## config.mk

```make
export PLATFORM = sky130hd
export DESIGN_NAME = csv_record_tokenizer_core
export DESIGN_NICKNAME = d
export VERILOG_FILES = /design/src/design/csv_rt_pkg.sv /design/src/design/csv_rt_front.sv /design/src/design/csv_rt_queue.sv /design/src/design/csv_rt_back.sv /design/src/design/csv_record_tokenizer_core.sv
export VERILOG_INCLUDE_DIRS = /design/src /design/src/design
export SDC_FILE = /design/constraint.sdc
export NUM_CORES = 1
export LEC_CHECK = 0
export ABC_AREA = 1
export BUFFER_PORTS_ARGS = -buffer_cell sky130_fd_sc_hd__clkbuf_2
export CORE_UTILIZATION = 55
export CTS_CLUSTER_DIAMETER = 200
export DETAILED_ROUTE_END_ITERATION = 6
export GPL_TIMING_DRIVEN = 0
export PLACE_DENSITY = 0.73
export SYNTH_ARGS = -nofsm -noshare
export SYNTH_HDL_FRONTEND = slang
export SYNTH_SLANG_ARGS = --single-unit
```

## constraint.sdc

```tcl
create_clock -name clk_i -period 9.7 [get_ports clk_i]
set_input_delay 0.485 -clock clk_i [delete_from_list [all_inputs] [get_ports clk_i]]
set_output_delay 0.485 -clock clk_i [all_outputs]
set_load 0.05 [all_outputs]
```

## src/design/csv_record_tokenizer_core_macros.svh

```systemverilog
// Assertion macros used by the CSV tokenizer parser module
`ifndef CSV_RECORD_TOKENIZER_CORE_MACROS_SVH
`define CSV_RECORD_TOKENIZER_CORE_MACROS_SVH

// check a condition at every clock edge outside reset
`define CSV_ASSERT_ALWAYS(lbl, cond, msg) \
  lbl: assert property (@(posedge clk_i) disable iff (!rst_ni) (cond)) else $error(msg);

// check a consequent in the same cycle as its antecedent
`define CSV_ASSERT_IMP(lbl, ante, cons, msg) \
  lbl: assert property (@(posedge clk_i) disable iff (!rst_ni) (ante) |-> (cons)) \
    else $error(msg);

// check a consequent in the cycle after its antecedent
`define CSV_ASSERT_NXT(lbl, ante, cons, msg) \
  lbl: assert property (@(posedge clk_i) disable iff (!rst_ni) (ante) |=> (cons)) \
    else $error(msg);

`endif

```

## src/design/csv_rt_pkg.sv

```systemverilog
// Types and constants of the CSV record tokenizer
package csv_rt_pkg;

  typedef struct packed {
    logic       kind;
    logic [7:0] byte_in;
  } in_beat_t;

  typedef struct packed {
    logic [1:0]         result_kind;
    logic [6:0]         content_byte;
    logic [1:0]         field_type;
    logic signed [63:0] int_value;
    logic [15:0]        field_index;
    logic               last_in_record;
    logic               record_dropped;
    logic [2:0]         error_code;
    logic [31:0]        line_number;
  } out_beat_t;

  typedef struct packed {
    logic       eof;
    logic       non_ascii;
    logic [6:0] ch;
    logic       is_ws;
    logic       is_dig;
    logic       hex_ok;
    logic [3:0] hex_val;
    logic       is_comma;
    logic       is_cr;
    logic       is_lf;
    logic       is_quote;
    logic       is_plus;
    logic       is_minus;
    logic       is_x;
    logic       is_zero;
  } cls_t;

  typedef enum logic [1:0] {
    RK_CONTENT = 2'd0,
    RK_FIELD   = 2'd1,
    RK_STREAM  = 2'd2,
    RK_ERROR   = 2'd3
  } rkind_e;

  typedef enum logic [1:0] {
    FT_EMPTY = 2'd0,
    FT_INT   = 2'd1,
    FT_TEXT  = 2'd2
  } ftype_e;

  typedef enum logic [2:0] {
    ERR_NON_ASCII    = 3'd0,
    ERR_EOF_QUOTE    = 3'd1,
    ERR_CR_NO_LF     = 3'd2,
    ERR_STRAY        = 3'd3,
    ERR_LEN_MISMATCH = 3'd4,
    ERR_KEY_NOT_INT  = 3'd5,
    ERR_TOO_MANY     = 3'd6
  } err_e;

  typedef enum logic [2:0] {
    PH_REC   = 3'd0,
    PH_FLD   = 3'd1,
    PH_UNQ   = 3'd2,
    PH_QUO   = 3'd3,
    PH_QSEEN = 3'd4,
    PH_CR    = 3'd5,
    PH_DONE  = 3'd6
  } phase_e;

  typedef enum logic [2:0] {
    NP_LEAD  = 3'd0,
    NP_SIGN  = 3'd1,
    NP_ZERO  = 3'd2,
    NP_HEXP  = 3'd3,
    NP_DEC   = 3'd4,
    NP_HEX   = 3'd5,
    NP_TRAIL = 3'd6,
    NP_BAD   = 3'd7
  } nphase_e;

  localparam logic [7:0] ChQuote = 8'h22;
  localparam logic [7:0] ChCr    = 8'h0D;
  localparam logic [7:0] ChLf    = 8'h0A;
  localparam logic [7:0] ChComma = 8'h2C;
  localparam logic [7:0] ChZero  = 8'h30;
  localparam logic [7:0] ChNine  = 8'h39;
  localparam logic [7:0] ChX     = 8'h78;
  localparam logic [7:0] ChPlus  = 8'h2B;
  localparam logic [7:0] ChMinus = 8'h2D;
  localparam logic [7:0] ChSpace = 8'h20;
  localparam logic [7:0] ChTab   = 8'h09;
  localparam logic [7:0] ChVt    = 8'h0B;
  localparam logic [7:0] ChFf    = 8'h0C;
  localparam logic [7:0] ChLowA  = 8'h61;
  localparam logic [7:0] ChLowF  = 8'h66;
  localparam logic [7:0] ChUpA   = 8'h41;
  localparam logic [7:0] ChUpF   = 8'h46;

  localparam int unsigned QDepth = 2;
  localparam int unsigned QPtrW  = $clog2(QDepth);

endpackage

```

## src/design/csv_rt_front.sv

```systemverilog
// Input side: accepts byte beats and classifies them for the parser
module csv_rt_front (
  input  logic                 in_valid_i,
  output logic                 in_stall_o,
  input  csv_rt_pkg::in_beat_t in_data_i,
  input  logic                 q_full_i,
  output logic                 q_push_o,
  output csv_rt_pkg::cls_t     q_data_o
);
  import csv_rt_pkg::*;

  logic [7:0] b;
  logic       lo_hex;
  logic       up_hex;

  assign b          = in_data_i.byte_in;
  assign in_stall_o = q_full_i;
  assign q_push_o   = in_valid_i && !q_full_i;

  always_comb begin
    lo_hex             = (b >= ChLowA) && (b <= ChLowF);
    up_hex             = (b >= ChUpA) && (b <= ChUpF);
    q_data_o           = '0;
    q_data_o.eof       = in_data_i.kind;
    q_data_o.non_ascii = b[7];
    q_data_o.ch        = b[6:0];
    q_data_o.is_ws     = (b == ChSpace) || (b == ChTab) || (b == ChVt) || (b == ChFf);
    q_data_o.is_dig    = (b >= ChZero) && (b <= ChNine);
    q_data_o.hex_ok    = q_data_o.is_dig || lo_hex || up_hex;
    if (lo_hex) begin
      q_data_o.hex_val = 4'(b - ChLowA + 8'd10);
    end else if (up_hex) begin
      q_data_o.hex_val = 4'(b - ChUpA + 8'd10);
    end else begin
      q_data_o.hex_val = 4'(b - ChZero);
    end
    q_data_o.is_comma  = (b == ChComma);
    q_data_o.is_cr     = (b == ChCr);
    q_data_o.is_lf     = (b == ChLf);
    q_data_o.is_quote  = (b == ChQuote);
    q_data_o.is_plus   = (b == ChPlus);
    q_data_o.is_minus  = (b == ChMinus);
    q_data_o.is_x      = (b == ChX);
    q_data_o.is_zero   = (b == ChZero);
  end

endmodule

```

## src/design/csv_rt_queue.sv

```systemverilog
// Short queue of classified beats between front and back
module csv_rt_queue (
  input  logic             clk_i,
  input  logic             rst_ni,
  input  logic             push_i,
  input  csv_rt_pkg::cls_t data_i,
  output logic             full_o,
  input  logic             pop_i,
  output logic             valid_o,
  output csv_rt_pkg::cls_t data_o
);
  import csv_rt_pkg::*;

  cls_t             mem_q [QDepth];
  logic [QPtrW-1:0] wr_q, wr_d;
  logic [QPtrW-1:0] rd_q, rd_d;
  logic [QPtrW:0]   cnt_q, cnt_d;

  assign full_o  = (cnt_q == (QPtrW+1)'(QDepth));
  assign valid_o = (cnt_q != '0);
  assign data_o  = mem_q[rd_q];

  always_comb begin
    wr_d  = wr_q;
    rd_d  = rd_q;
    cnt_d = cnt_q;
    if (push_i) begin
      wr_d = (wr_q == QPtrW'(QDepth - 1)) ? '0 : wr_q + 1'b1;
    end
    if (pop_i) begin
      rd_d = (rd_q == QPtrW'(QDepth - 1)) ? '0 : rd_q + 1'b1;
    end
    if (push_i && !pop_i) begin
      cnt_d = cnt_q + 1'b1;
    end else if (pop_i && !push_i) begin
      cnt_d = cnt_q - 1'b1;
    end
  end

  always_ff @(posedge clk_i or negedge rst_ni) begin
    if (!rst_ni) begin
      wr_q  <= '0;
      rd_q  <= '0;
      cnt_q <= '0;
    end else begin
      wr_q  <= wr_d;
      rd_q  <= rd_d;
      cnt_q <= cnt_d;
    end
  end

  always_ff @(posedge clk_i) begin
    if (push_i) begin
      mem_q[wr_q] <= data_i;
    end
  end

endmodule

```

## src/design/csv_rt_back.sv

```systemverilog
// Parser: field and number state, record checks and the result register
`include "csv_record_tokenizer_core_macros.svh"

module csv_rt_back #(
  parameter int unsigned MAX_FIELDS = 65535
) (
  input  logic                  clk_i,
  input  logic                  rst_ni,
  input  logic                  q_valid_i,
  input  csv_rt_pkg::cls_t      q_data_i,
  output logic                  q_pop_o,
  output logic                  out_valid_o,
  input  logic                  out_stall_i,
  output csv_rt_pkg::out_beat_t out_data_o
);
  import csv_rt_pkg::*;

  localparam logic [16:0] MaxFields = 17'(MAX_FIELDS);

  phase_e      phase_q, phase_d;
  nphase_e     nph_q, nph_d;
  logic [63:0] acc_q, acc_d;
  logic        neg_q, neg_d;
  logic        ovf_q, ovf_d;
  logic [15:0] fc_q, fc_d;
  logic        exp_set_q, exp_set_d;
  logic [15:0] exp_q, exp_d;
  logic        key_q, key_d;
  logic [31:0] line_q, line_d;
  logic        err_q, err_d;
  err_e        code_q, code_d;
  ftype_e      pend_q, pend_d;
  logic        out_valid_q, out_valid_d;
  out_beat_t   out_q;

  cls_t        c;
  logic        adv;
  logic        pop;
  out_beat_t   res;
  logic        res_valid;

  nphase_e     f_nph;
  logic        f_neg;
  logic        f_acc_en;
  logic        f_hex;
  logic [67:0] f_mul;
  logic [67:0] f_sum;
  logic        f_ovf;
  logic [63:0] f_acc;
  logic        feed;
  ftype_e      unq_type;

  logic        cl_req;
  ftype_e      cl_type;
  logic        cl_last;
  logic        cl_eof;
  logic        key_new;
  logic [16:0] cnt_next;
  logic [63:0] cl_val;
  logic        err_req;
  err_e        err_code;

  assign c           = q_data_i;
  assign adv         = !out_valid_q || !out_stall_i;
  assign pop         = q_valid_i && adv;
  assign q_pop_o     = pop;
  assign out_valid_o = out_valid_q;
  assign out_data_o  = out_q;
  assign unq_type    = ((nph_q == NP_ZERO) || (nph_q == NP_DEC) || (nph_q == NP_HEX) ||
                        (nph_q == NP_TRAIL)) ? FT_INT : FT_TEXT;

  // number recogniser for one unquoted character
  always_comb begin
    f_nph    = nph_q;
    f_neg    = neg_q;
    f_acc_en = 1'b0;
    f_hex    = 1'b0;
    case (nph_q)
      NP_LEAD, NP_SIGN: begin
        if ((nph_q == NP_LEAD) && c.is_ws) begin
          f_nph = NP_LEAD;
        end else if ((nph_q == NP_LEAD) && c.is_plus) begin
          f_nph = NP_SIGN;
        end else if ((nph_q == NP_LEAD) && c.is_minus) begin
          f_neg = 1'b1;
          f_nph = NP_SIGN;
        end else if (c.is_zero) begin
          f_nph = NP_ZERO;
        end else if (c.is_dig) begin
          f_acc_en = 1'b1;
          f_nph    = NP_DEC;
        end else begin
          f_nph = NP_BAD;
        end
      end
      NP_ZERO: begin
        if (c.is_x) begin
          f_nph = NP_HEXP;
        end else if (c.is_dig) begin
          f_acc_en = 1'b1;
          f_nph    = NP_DEC;
        end else if (c.is_ws) begin
          f_nph = NP_TRAIL;
        end else begin
          f_nph = NP_BAD;
        end
      end
      NP_HEXP: begin
        if (c.hex_ok) begin
          f_acc_en = 1'b1;
          f_hex    = 1'b1;
          f_nph    = NP_HEX;
        end else begin
          f_nph = NP_BAD;
        end
      end
      NP_DEC: begin
        if (c.is_dig) begin
          f_acc_en = 1'b1;
        end else if (c.is_ws) begin
          f_nph = NP_TRAIL;
        end else begin
          f_nph = NP_BAD;
        end
      end
      NP_HEX: begin
        if (c.hex_ok) begin
          f_acc_en = 1'b1;
          f_hex    = 1'b1;
        end else if (c.is_ws) begin
          f_nph = NP_TRAIL;
        end else begin
          f_nph = NP_BAD;
        end
      end
      NP_TRAIL: begin
        if (!c.is_ws) begin
          f_nph = NP_BAD;
        end
      end
      default: begin
        f_nph = NP_BAD;
      end
    endcase
    f_mul = f_hex ? {acc_q, 4'b0} : ({1'b0, acc_q, 3'b0} + {3'b0, acc_q, 1'b0});
    f_sum = f_mul + {64'b0, c.hex_val};
    f_ovf = ovf_q || (f_sum[67:64] != 4'b0);
    f_acc = f_ovf ? '1 : f_sum[63:0];
  end

  always_comb begin
    phase_d     = phase_q;
    nph_d       = nph_q;
    acc_d       = acc_q;
    neg_d       = neg_q;
    ovf_d       = ovf_q;
    fc_d        = fc_q;
    exp_set_d   = exp_set_q;
    exp_d       = exp_q;
    key_d       = key_q;
    line_d      = line_q;
    err_d       = err_q;
    code_d      = code_q;
    pend_d      = pend_q;
    res         = '0;
    res_valid   = 1'b0;
    feed        = 1'b0;
    cl_req      = 1'b0;
    cl_type     = FT_EMPTY;
    cl_last     = 1'b0;
    cl_eof      = 1'b0;
    err_req     = 1'b0;
    err_code    = ERR_NON_ASCII;
    key_new     = key_q;
    cnt_next    = {1'b0, fc_q} + 17'd1;
    cl_val      = '0;

    if (pop) begin
      if (err_q) begin
        res_valid        = 1'b1;
        res.result_kind  = RK_ERROR;
        res.error_code   = code_q;
      end else if (phase_q == PH_DONE) begin
        res_valid = 1'b0;
      end else if (c.eof) begin
        case (phase_q)
          PH_REC: begin
            res_valid       = 1'b1;
            res.result_kind = RK_STREAM;
            phase_d         = PH_DONE;
          end
          PH_FLD: begin
            res_valid          = 1'b1;
            res.result_kind    = RK_STREAM;
            res.record_dropped = 1'b1;
            fc_d               = '0;
            phase_d            = PH_DONE;
          end
          PH_UNQ: begin
            cl_req  = 1'b1;
            cl_type = unq_type;
            cl_last = 1'b1;
            cl_eof  = 1'b1;
          end
          PH_QSEEN: begin
            cl_req  = 1'b1;
            cl_type = FT_TEXT;
            cl_last = 1'b1;
            cl_eof  = 1'b1;
          end
          PH_QUO: begin
            err_req  = 1'b1;
            err_code = ERR_EOF_QUOTE;
          end
          default: begin
            err_req  = 1'b1;
            err_code = ERR_CR_NO_LF;
          end
        endcase
      end else if (c.non_ascii) begin
        err_req  = 1'b1;
        err_code = ERR_NON_ASCII;
      end else begin
        if (c.is_lf) begin
          line_d = line_q + 32'd1;
        end
        case (phase_q)
          PH_REC, PH_FLD: begin
            if (c.is_comma) begin
              cl_req  = 1'b1;
              cl_type = FT_EMPTY;
            end else if (c.is_lf) begin
              cl_req  = 1'b1;
              cl_type = FT_EMPTY;
              cl_last = 1'b1;
            end else if (c.is_cr) begin
              pend_d  = FT_EMPTY;
              phase_d = PH_CR;
            end else if (c.is_quote) begin
              phase_d = PH_QUO;
            end else begin
              phase_d = PH_UNQ;
              feed    = 1'b1;
            end
          end
          PH_UNQ: begin
            if (c.is_comma) begin
              cl_req  = 1'b1;
              cl_type = unq_type;
            end else if (c.is_lf) begin
              cl_req  = 1'b1;
              cl_type = unq_type;
              cl_last = 1'b1;
            end else if (c.is_cr) begin
              pend_d  = unq_type;
              phase_d = PH_CR;
            end else begin
              feed = 1'b1;
            end
          end
          PH_QUO: begin
            if (c.is_quote) begin
              phase_d = PH_QSEEN;
            end else begin
              res_valid        = 1'b1;
              res.result_kind  = RK_CONTENT;
              res.content_byte = c.ch;
            end
          end
          PH_QSEEN: begin
            if (c.is_quote) begin
              phase_d          = PH_QUO;
              res_valid        = 1'b1;
              res.result_kind  = RK_CONTENT;
              res.content_byte = c.ch;
            end else if (c.is_comma) begin
              cl_req  = 1'b1;
              cl_type = FT_TEXT;
            end else if (c.is_lf) begin
              cl_req  = 1'b1;
              cl_type = FT_TEXT;
              cl_last = 1'b1;
            end else if (c.is_cr) begin
              pend_d  = FT_TEXT;
              phase_d = PH_CR;
            end else begin
              err_req  = 1'b1;
              err_code = ERR_STRAY;
            end
          end
          PH_CR: begin
            if (c.is_lf) begin
              cl_req  = 1'b1;
              cl_type = pend_q;
              cl_last = 1'b1;
            end else begin
              err_req  = 1'b1;
              err_code = ERR_CR_NO_LF;
            end
          end
          default: begin
            res_valid = 1'b0;
          end
        endcase
      end
    end

    if (feed) begin
      nph_d            = f_nph;
      neg_d            = f_neg;
      res_valid        = 1'b1;
      res.result_kind  = RK_CONTENT;
      res.content_byte = c.ch;
      if (f_acc_en) begin
        acc_d = f_acc;
        ovf_d = f_ovf;
      end
    end

    if (cl_req) begin
      cl_val  = (cl_type == FT_INT) ? (neg_q ? (64'd0 - acc_q) : acc_q) : 64'd0;
      key_new = (fc_q == '0) ? (cl_type == FT_INT) : key_q;
      key_d   = key_new;
      if (cl_last) begin
        if (!exp_set_q) begin
          exp_set_d = 1'b1;
          exp_d     = cnt_next[15:0];
        end
        if (exp_set_q && ({1'b0, exp_q} != cnt_next)) begin
          err_req  = 1'b1;
          err_code = ERR_LEN_MISMATCH;
        end else if (!key_new) begin
          err_req  = 1'b1;
          err_code = ERR_KEY_NOT_INT;
        end else begin
          res_valid          = 1'b1;
          res.result_kind    = cl_eof ? RK_STREAM : RK_FIELD;
          res.field_type     = cl_type;
          res.int_value      = cl_val;
          res.field_index    = fc_q;
          res.last_in_record = 1'b1;
          fc_d               = '0;
          phase_d            = cl_eof ? PH_DONE : PH_REC;
        end
      end else begin
        if (cnt_next >= MaxFields) begin
          err_req  = 1'b1;
          err_code = ERR_TOO_MANY;
        end else begin
          res_valid       = 1'b1;
          res.result_kind = RK_FIELD;
          res.field_type  = cl_type;
          res.int_value   = cl_val;
          res.field_index = fc_q;
          fc_d            = cnt_next[15:0];
          phase_d         = PH_FLD;
        end
      end
      if (!err_req) begin
        nph_d = NP_LEAD;
        acc_d = '0;
        neg_d = 1'b0;
        ovf_d = 1'b0;
      end
    end

    if (err_req) begin
      err_d           = 1'b1;
      code_d          = err_code;
      res             = '0;
      res_valid       = 1'b1;
      res.result_kind = RK_ERROR;
      res.error_code  = err_code;
    end

    res.line_number = line_d;
    out_valid_d     = adv ? (pop && res_valid) : out_valid_q;
  end

  always_ff @(posedge clk_i or negedge rst_ni) begin
    if (!rst_ni) begin
      phase_q     <= PH_REC;
      nph_q       <= NP_LEAD;
      acc_q       <= '0;
      neg_q       <= 1'b0;
      ovf_q       <= 1'b0;
      fc_q        <= '0;
      exp_set_q   <= 1'b0;
      exp_q       <= '0;
      key_q       <= 1'b0;
      line_q      <= '0;
      err_q       <= 1'b0;
      code_q      <= ERR_NON_ASCII;
      pend_q      <= FT_EMPTY;
      out_valid_q <= 1'b0;
    end else begin
      phase_q     <= phase_d;
      nph_q       <= nph_d;
      acc_q       <= acc_d;
      neg_q       <= neg_d;
      ovf_q       <= ovf_d;
      fc_q        <= fc_d;
      exp_set_q   <= exp_set_d;
      exp_q       <= exp_d;
      key_q       <= key_d;
      line_q      <= line_d;
      err_q       <= err_d;
      code_q      <= code_d;
      pend_q      <= pend_d;
      out_valid_q <= out_valid_d;
    end
  end

  always_ff @(posedge clk_i) begin
    if (adv) begin
      out_q <= res;
    end
  end

  `CSV_ASSERT_NXT(a_err_sticky, err_q, err_q && $stable(code_q) && $stable(line_q), "error state left")
  `CSV_ASSERT_IMP(a_done_silent, (phase_q == PH_DONE) && !err_q, !res_valid, "result after stream end")
  `CSV_ASSERT_ALWAYS(a_fc_bound, {1'b0, fc_q} < MaxFields, "field counter beyond limit")
  `CSV_ASSERT_NXT(a_line_step, 1'b1, (line_q == $past(line_q)) || (line_q == $past(line_q) + 32'd1), "line counter jump")

endmodule

```

## src/design/csv_record_tokenizer_core.sv

```systemverilog
// CSV record tokenizer: one file byte per beat in, one result per beat out at most.
// The block takes one byte beat every cycle unless the queue is full. The input
// classifier writes a two-entry queue; the parser consumes one queued beat per cycle
// into the result register while the output is not stalled, a sustained rate of one
// byte per cycle, updating its phase, number recogniser and 64-bit multiply-by-ten or
// sixteen accumulator per byte. A stall on the result side holds the parser; the queue
// then fills and stalls the input once it holds two beats. No clearing pass follows
// reset. The first error is latched and repeated for every later beat; after the
// stream end beat further input beats are taken and give no result.
module csv_record_tokenizer_core #(
  parameter int unsigned MAX_FIELDS = 65535
) (
  input  logic                  clk_i,
  input  logic                  rst_ni,
  input  logic                  in_valid_i,
  output logic                  in_stall_o,
  input  csv_rt_pkg::in_beat_t  in_data_i,
  output logic                  out_valid_o,
  input  logic                  out_stall_i,
  output csv_rt_pkg::out_beat_t out_data_o
);
  import csv_rt_pkg::*;

  logic q_full;
  logic q_push;
  cls_t q_wdata;
  logic q_pop;
  logic q_valid;
  cls_t q_rdata;

  csv_rt_front u_front (
    .in_valid_i (in_valid_i),
    .in_stall_o (in_stall_o),
    .in_data_i  (in_data_i),
    .q_full_i   (q_full),
    .q_push_o   (q_push),
    .q_data_o   (q_wdata)
  );

  csv_rt_queue u_queue (
    .clk_i   (clk_i),
    .rst_ni  (rst_ni),
    .push_i  (q_push),
    .data_i  (q_wdata),
    .full_o  (q_full),
    .pop_i   (q_pop),
    .valid_o (q_valid),
    .data_o  (q_rdata)
  );

  csv_rt_back #(
    .MAX_FIELDS (MAX_FIELDS)
  ) u_back (
    .clk_i       (clk_i),
    .rst_ni      (rst_ni),
    .q_valid_i   (q_valid),
    .q_data_i    (q_rdata),
    .q_pop_o     (q_pop),
    .out_valid_o (out_valid_o),
    .out_stall_i (out_stall_i),
    .out_data_o  (out_data_o)
  );

endmodule
```

-- Word level (Yosys, flattened, before mapping)
Memories as Yosys holds them, arrays and structs flattened.
Index checks and enable logic that the tools add are counted.
Widths: inputs -> output; s select.
- $add $sub $neg: 14
- multiply operators: 0
- divide/modulo/power cells: 0
- order comparisons: 7
- eq/ne operators: 37
- shift operators: 0
- multiplexer cells: 224
- bitwise operators: 8
- reductions and logical operators: 46
- operators by type and width (operator ; number):
    $mux 64 ; 7
    $mux 32 ; 6
    $mux 83 ; 2
    $mux 82 ; 2
    $mux 16 ; 10
    $mux 3 ; 47
    $mux 1 ; 87
    $mux 2 ; 37
    $add 67x65->68 ; 1
    $add 68x4->68 ; 1
    $mux 68 ; 1
    $sub 1x64->64 const A ; 1
    $eq 8x6->1 const B ; 6
    $eq 8x4->1 const B ; 5
    $mux 9 ; 4
    $mux 35 ; 1
    $add 32x1->32 const B ; 1
    $mux 7 ; 4
    $eq 3x3->1 const B ; 6
    $ne 2x2->1 const B ; 9
    $pmux 3 s6 ; 1
    $pmux 9 s2 ; 1
    $add 16x1->17 const B ; 1
    $ge 17x16->1 const B ; 1
    other kinds (40) ; 94
- register bits after elaboration: 277
- bits in latches: 0
- bits in writable memories: 48
- ROM bits: 0
- bits of input ports: 13
- output and inout port bits: 130
- word-level logic and storage cells: 363
- memories kept: 1
- memories (memory ; depth ; bits a word ; read ports ; clocked after Yosys merged registers in ; wr ports ; line ; source):
    u_queue.mem_q ; 2 ; 24 ; 1 ; 0 ; 1 ; csv_rt_queue.sv:14 ; cls_t mem_q [QDepth];

-- Logic depth before layout (Yosys ltp)
- depth in word-level cells: 22
- mapped depth: 32
- gate-level depth less buffers: 28

-- By module
From an unflattened synthesis, not the netlist that was laid out.
- cell total of the unflattened synthesis: 3957
- area, all modules: 26496.7 sq um
- modules (own cells, without submodules) (module ; instances ; cells an instance ; area each (sq um) ; sequential area each (sq um)):
    csv_rt_back ; 1 ; 3783 ; 24025.5 ; 7472.2
    csv_rt_queue ; 1 ; 100 ; 2040.7 ; 1541.5
    csv_rt_front ; 1 ; 74 ; 430.4 ; 0.0

-- Worst setup path before layout
OpenSTA, ideal clock, no wires.
- kind: register to register
- start: register u_back.out_valid_q (netlist: u_back.out_valid_o)
- end: register u_back.out_q, in the netlist u_back.out_data_o[31], data pin
- setup time: 0.257 ns
- arrival: 5.883 ns
- data required time: 9.443 ns
- path slack: 3.560 ns
- cell stages (with the launch flop): 22
- path buffers: 0
- period minus slack after synthesis: 6.140 ns
- cells stage by stage: dfrtp_1 -> nand2_1 -> nand2_4 -> nor2_4 -> nand2_2 -> nor2_4 -> nand2_2 -> nor3_2 -> nand3_1 -> nor2_1 -> nand2_1 -> nor2_1 -> nand2_1 -> nor2_1 -> nand2_1 -> nor2_2 -> nand2_1 -> nor2_1 -> nand4_1 -> nor2_1 -> xnor2_1 -> inv_1
- cells in the longest elaborated chain, start to end: 4
- ends and longest elaborated chain (what ; line ; source):
    start, declared ; csv_rt_back.sv:33 ; logic out_valid_q, out_valid_d;
    start signal, assigned ; csv_rt_back.sv:410 ; out_valid_q <= out_valid_d;
    $logic_not 1->1 ; csv_rt_back.sv:64 ; assign adv = !out_valid_q || !out_stall_i;
    $logic_or 1x1->1 ; csv_rt_back.sv:64 ;
    $logic_and 1x1->1 ; csv_rt_back.sv:65 ; assign pop = q_valid_i && adv;
    $mux 32 ; csv_rt_back.sv:178 ; if (pop) begin
    net u_back.line_d[31] ; csv_rt_back.sv:29 ; logic [31:0] line_q, line_d;
    end signal, assigned ; csv_rt_back.sv:416 ; out_q <= res;
    end, declared ; csv_rt_back.sv:34 ; out_beat_t out_q;
The timed path passes the listed nets, and every way through them passes these cells.
A chain may end at the register's enable or synchronous reset.

-- Worst setup path in the final report
- start: register u_queue.rd_q
- end: register u_back.acc_q[52]
- cells in the longest elaborated chain, start to end: 18
- elaborated cells between the ends (all ways): 79
- classes of those cells: 1 x add/sub; 1 x eq/ne; 71 x mux; 5 x reduce/logical; 1 x memory
- ends and longest elaborated chain (what ; line ; source):
    start, declared ; csv_rt_queue.sv:16 ; logic [QPtrW-1:0] rd_q, rd_d;
    start signal, assigned ; csv_rt_queue.sv:47 ; rd_q <= rd_d;
    $mem_v2 2x24 * ; n/a ;
    parallel branches: the longest is 16 deep, another holds $add 68x4->68 ; n/a ;
    $mux 64 * ; csv_rt_back.sv:320 ; if (cl_req) begin
    net u_back.acc_d[52] ; csv_rt_back.sv:22 ; logic [63:0] acc_q, acc_d;
    end signal, assigned ; csv_rt_back.sv:384 ; acc_q <= '0;
    end signal, assigned ; csv_rt_back.sv:399 ; acc_q <= acc_d;
    end, declared ; csv_rt_back.sv:22 ;
Mark *: on every way through the listed nets, which the timed path passes. The select of a mux whose other input is x is not followed.

==> out/qor.csv <==
stage;metric;value;unit
flow_run;Max Cap Viol;0;
placement;DP HPWL;68.7;mm
clocking;Longest Clk Path Bufs;3;
final_layout;share of layout cells above drive strength 1;8.77;%
global_route;initial antenna violation count;1;
setup_path;Setup crit end kind;flip-flop;
global_route;pin count of the biggest net entering global routing;82;
sta;Slew @ Worst Pin;1.18;ns
setup_path;Max FO, Critical Path;10;
logic_synthesis;post-synthesis sequential area ratio;34.5;%
logic_synthesis;Yosys top cell by area;edfxtp_1;
die;I/O pins;143;
placement;port bufs;142;
placement;GP Congestion;1.07;
drt;post-route ant nets;0;
clocking;CTS tree;yes;
setup_path;CP peak stage delay;0.50;ns
drt;drt wl/cell;18.2;um
clocking;worst skew pair latency;0.56;ns
sta;Max Clock Skew;0.0185;ns
final_layout;storage element area;9010;um^2
setup_path;Crit path top cell by count;nand2_1;
logic_synthesis;yosys warns;0;
setup_path;crit path kind;flip-flop to flip-flop;
sta;RSZ-0062 raised after global routing;no;
setup_path;required time of the critical path;10.15;ns
sta;FMAX;176;MHz
sta;post-layout minimum cycle time;5.69;ns
logic_synthesis;syn_area_per_cell;6.62;um^2
die;CORE AREA;46800;um^2
status;status;finished, violations left;
clocking;H-tree depth;2;
setup_path;critical path startpoint category;flip-flop;
final_layout;fill count;4490;
sta;relative slew slack;20.6;%
die;Die H;220;um
drt;DRT Wirelength;86.7;mm
sta;Max Transition Viols Final;0;
global_route;GRT Util Overall;36.0;%
logic_synthesis;EDFF count, synth;176;
logic_synthesis;Post-synth top cells;nand2_1 (1182), inv_1 (663), nor2_1 (524);
logic_synthesis;most common cell in the netlist;nand2_1;
setup_path;WP data arrival;6.14;ns
drt;DRC;1;
final_layout;Area Overhead vs Synth;10.8;%
logic_synthesis;syn_nets;4040;
logic_synthesis;ys flop type;edfxtp_1;
sta;fin crit share;58.6;%
drt;vias post-DR;26200;
clocking;Post-CTS Setup Bufs;0;
hold_path;Tightest Hold Check Type;primary input to flip-flop;
logic_synthesis;flops & latches, synth;325;
logic_synthesis;cells after synthesis;3949;
final_layout;NumNets Final;4226;
global_route;first-pass GRT wire length;132;mm
drt;DRT iter0 DRCs;2729;
logic_synthesis;Async SR Flop Fraction;45.8;%
placement;Placed Cells;4702;
power_and_ir_drop;worst vdd ir;0.000286;V
drt;DR pass1 iterations;7;
logic_synthesis;post-synth top area share;20.2;%
sta;Final Setup Violations;0;
setup_path;critical path's slowest cell;clkbuf_1;
final_layout;fin cells;4770;
die;Core Rows;79;
global_route;global route overflow;0;
sta;Final Hold Fails;0;
die;die area;48400;um^2
logic_synthesis;cells taking the most area after synthesis;edfxtp_1 (20%), nand2_1 (17%), dfrtp_1 (14%);
drt;DR vias/cell;5.50;
clocking;number of buffers created by CTS;37;
clocking;Worst-path clk slew;0.06;ns
logic_synthesis;Mapped Area;26200;um^2
final_layout;multi-input logic area;14000;um^2
die;Die W;220;um
logic_synthesis;Yosys cell types;58;
power_and_ir_drop;PD cells;169;nW/um^2
setup_path;CP top delay family;simple AND/OR/NAND/NOR gates;
power_and_ir_drop;static leakage;15.1;nW
global_route;vias in the first global route;24200;
status;failing checks;design-rule violations;
sta;Final TNS setup;0;ns
clocking;clock root cell;clkbuf_16;
clocking;clk sinks;325;
die;initial core utilization;56.0;%
power_and_ir_drop;Overall Power;4.90;mW
final_layout;post-layout util;62.0;%
setup_path;Buf+Inv Stages, Crit Path;8;
final_layout;Inserted Diodes;0;
==> power breakdown <==
part	switching (mW)	total, mW	leakage, nW	internal (mW)
registers	0.0450	1.68	3.58	1.64
logic	1.36	1.80	10.9	0.441
clock network	0.591	1.42	0.592	0.832
total	1.99	4.90	15.1	2.91
==> final timing paths <==
kind | startpoint | endpoint | slack [ns] | cells past startpoint
worst max-delay path | u_queue.rd_q | u_back.acc_q[52] | 4.01 | 30
worst min-delay path | in_data_i[8] | u_queue.mem_q[0][23] | 0.12 | 1
worst max register to register | u_queue.rd_q | u_back.acc_q[52] | 4.01 | 30
worst min register to register | u_back.exp_set_q | u_back.exp_set_q | 0.49 | 1
max in group asynchronous | rst_ni | u_back.acc_q[48] | 8.39 | 3
min in group asynchronous | rst_ni | u_back.exp_q[11] | 0.48 | 2
==> stage by stage <==
stage	area, um^2	hold WS [ns]	setup slack, ns
finish	29000	0.122	4.01
global route	29000	0.122	3.68
CTS	29000	0.109	4.04
detailed placement	27800	0.475	4.09
global placement	27600	0.468	1.28
floorplan	26200	0.189	3.56
==> metal layers <==
metal	wire length, um	global-route usage [%]	vias to the layer above
li1	-	-	12900
met1	36000	48.0	11900
met2	37500	55.5	1102
met3	7650	5.65	255
met4	5440	20.6	2
met5	13	0	-
==> cells by family after synthesis <==
group,after synthesis,share of synthesized area (%)
adders and majority gates,78,3.79
muxes,1,0.0383
AOI/OAI and AO/OA,404,8.98
xor gates and xnor gates,127,4.28
and+or+nand+nor,2242,36.5
DFF,325,34.5
buffers and inverters,772,11.9
==> area by class of cell <==
type / count / area share, %
repair buffers: 147 / 2.90
well taps: 607 / 2.62
plain buffers: 84 / 1.86
clock buffers: 49 / 3.53
clock inverters: 18 / 0.686
multi-input cells: 2852 / 48.4
flip-flops and latches: 325 / 31.1
inverters: 688 / 8.92
==> flip-flops by register name, summed over array words and instances, names as in the netlist <==
register / cells
u_back.pend_q: 2
u_back.phase_q: 3
u_back.line_q: 32
u_back.ovf_q: 1
u_back.out_valid_o: 1
u_back.nph_q: 3
u_back.acc_q: 64
u_back.key_q: 1
u_queue.mem_q: 48
u_back.out_data_o: 128
u_back.err_q: 1
u_queue.wr_q: 1
u_back.fc_q: 16
u_back.exp_q: 16
u_queue.cnt_q: 2
u_back.exp_set_q: 1
u_back.code_q: 3
u_queue.rd_q: 1
u_back.neg_q: 1
==> cell usage in the layout, fill, tap and decap left out, types with 43 or more instances in the layout <==
cell type	synthesis	layout
clkbuf_2	0	141
nand2_1	1182	1181
dfrtp_1	149	149
ha_1	76	76
nand3_1	252	252
o21a_1	43	43
nand4_1	75	75
nor2_1	524	522
nor3_1	63	63
a21oi_1	140	140
edfxtp_1	176	176
o21ai_0	126	126
xor2_1	97	97
clkbuf_1	41	49
inv_1	663	663
==> timing repair <==
item | in CTS | in global routing
hold buffers | 1 | 0
hold endpoints to repair | 68 | 0
resized for setup | 0 | 0
(Power assumes the default switching activity.)
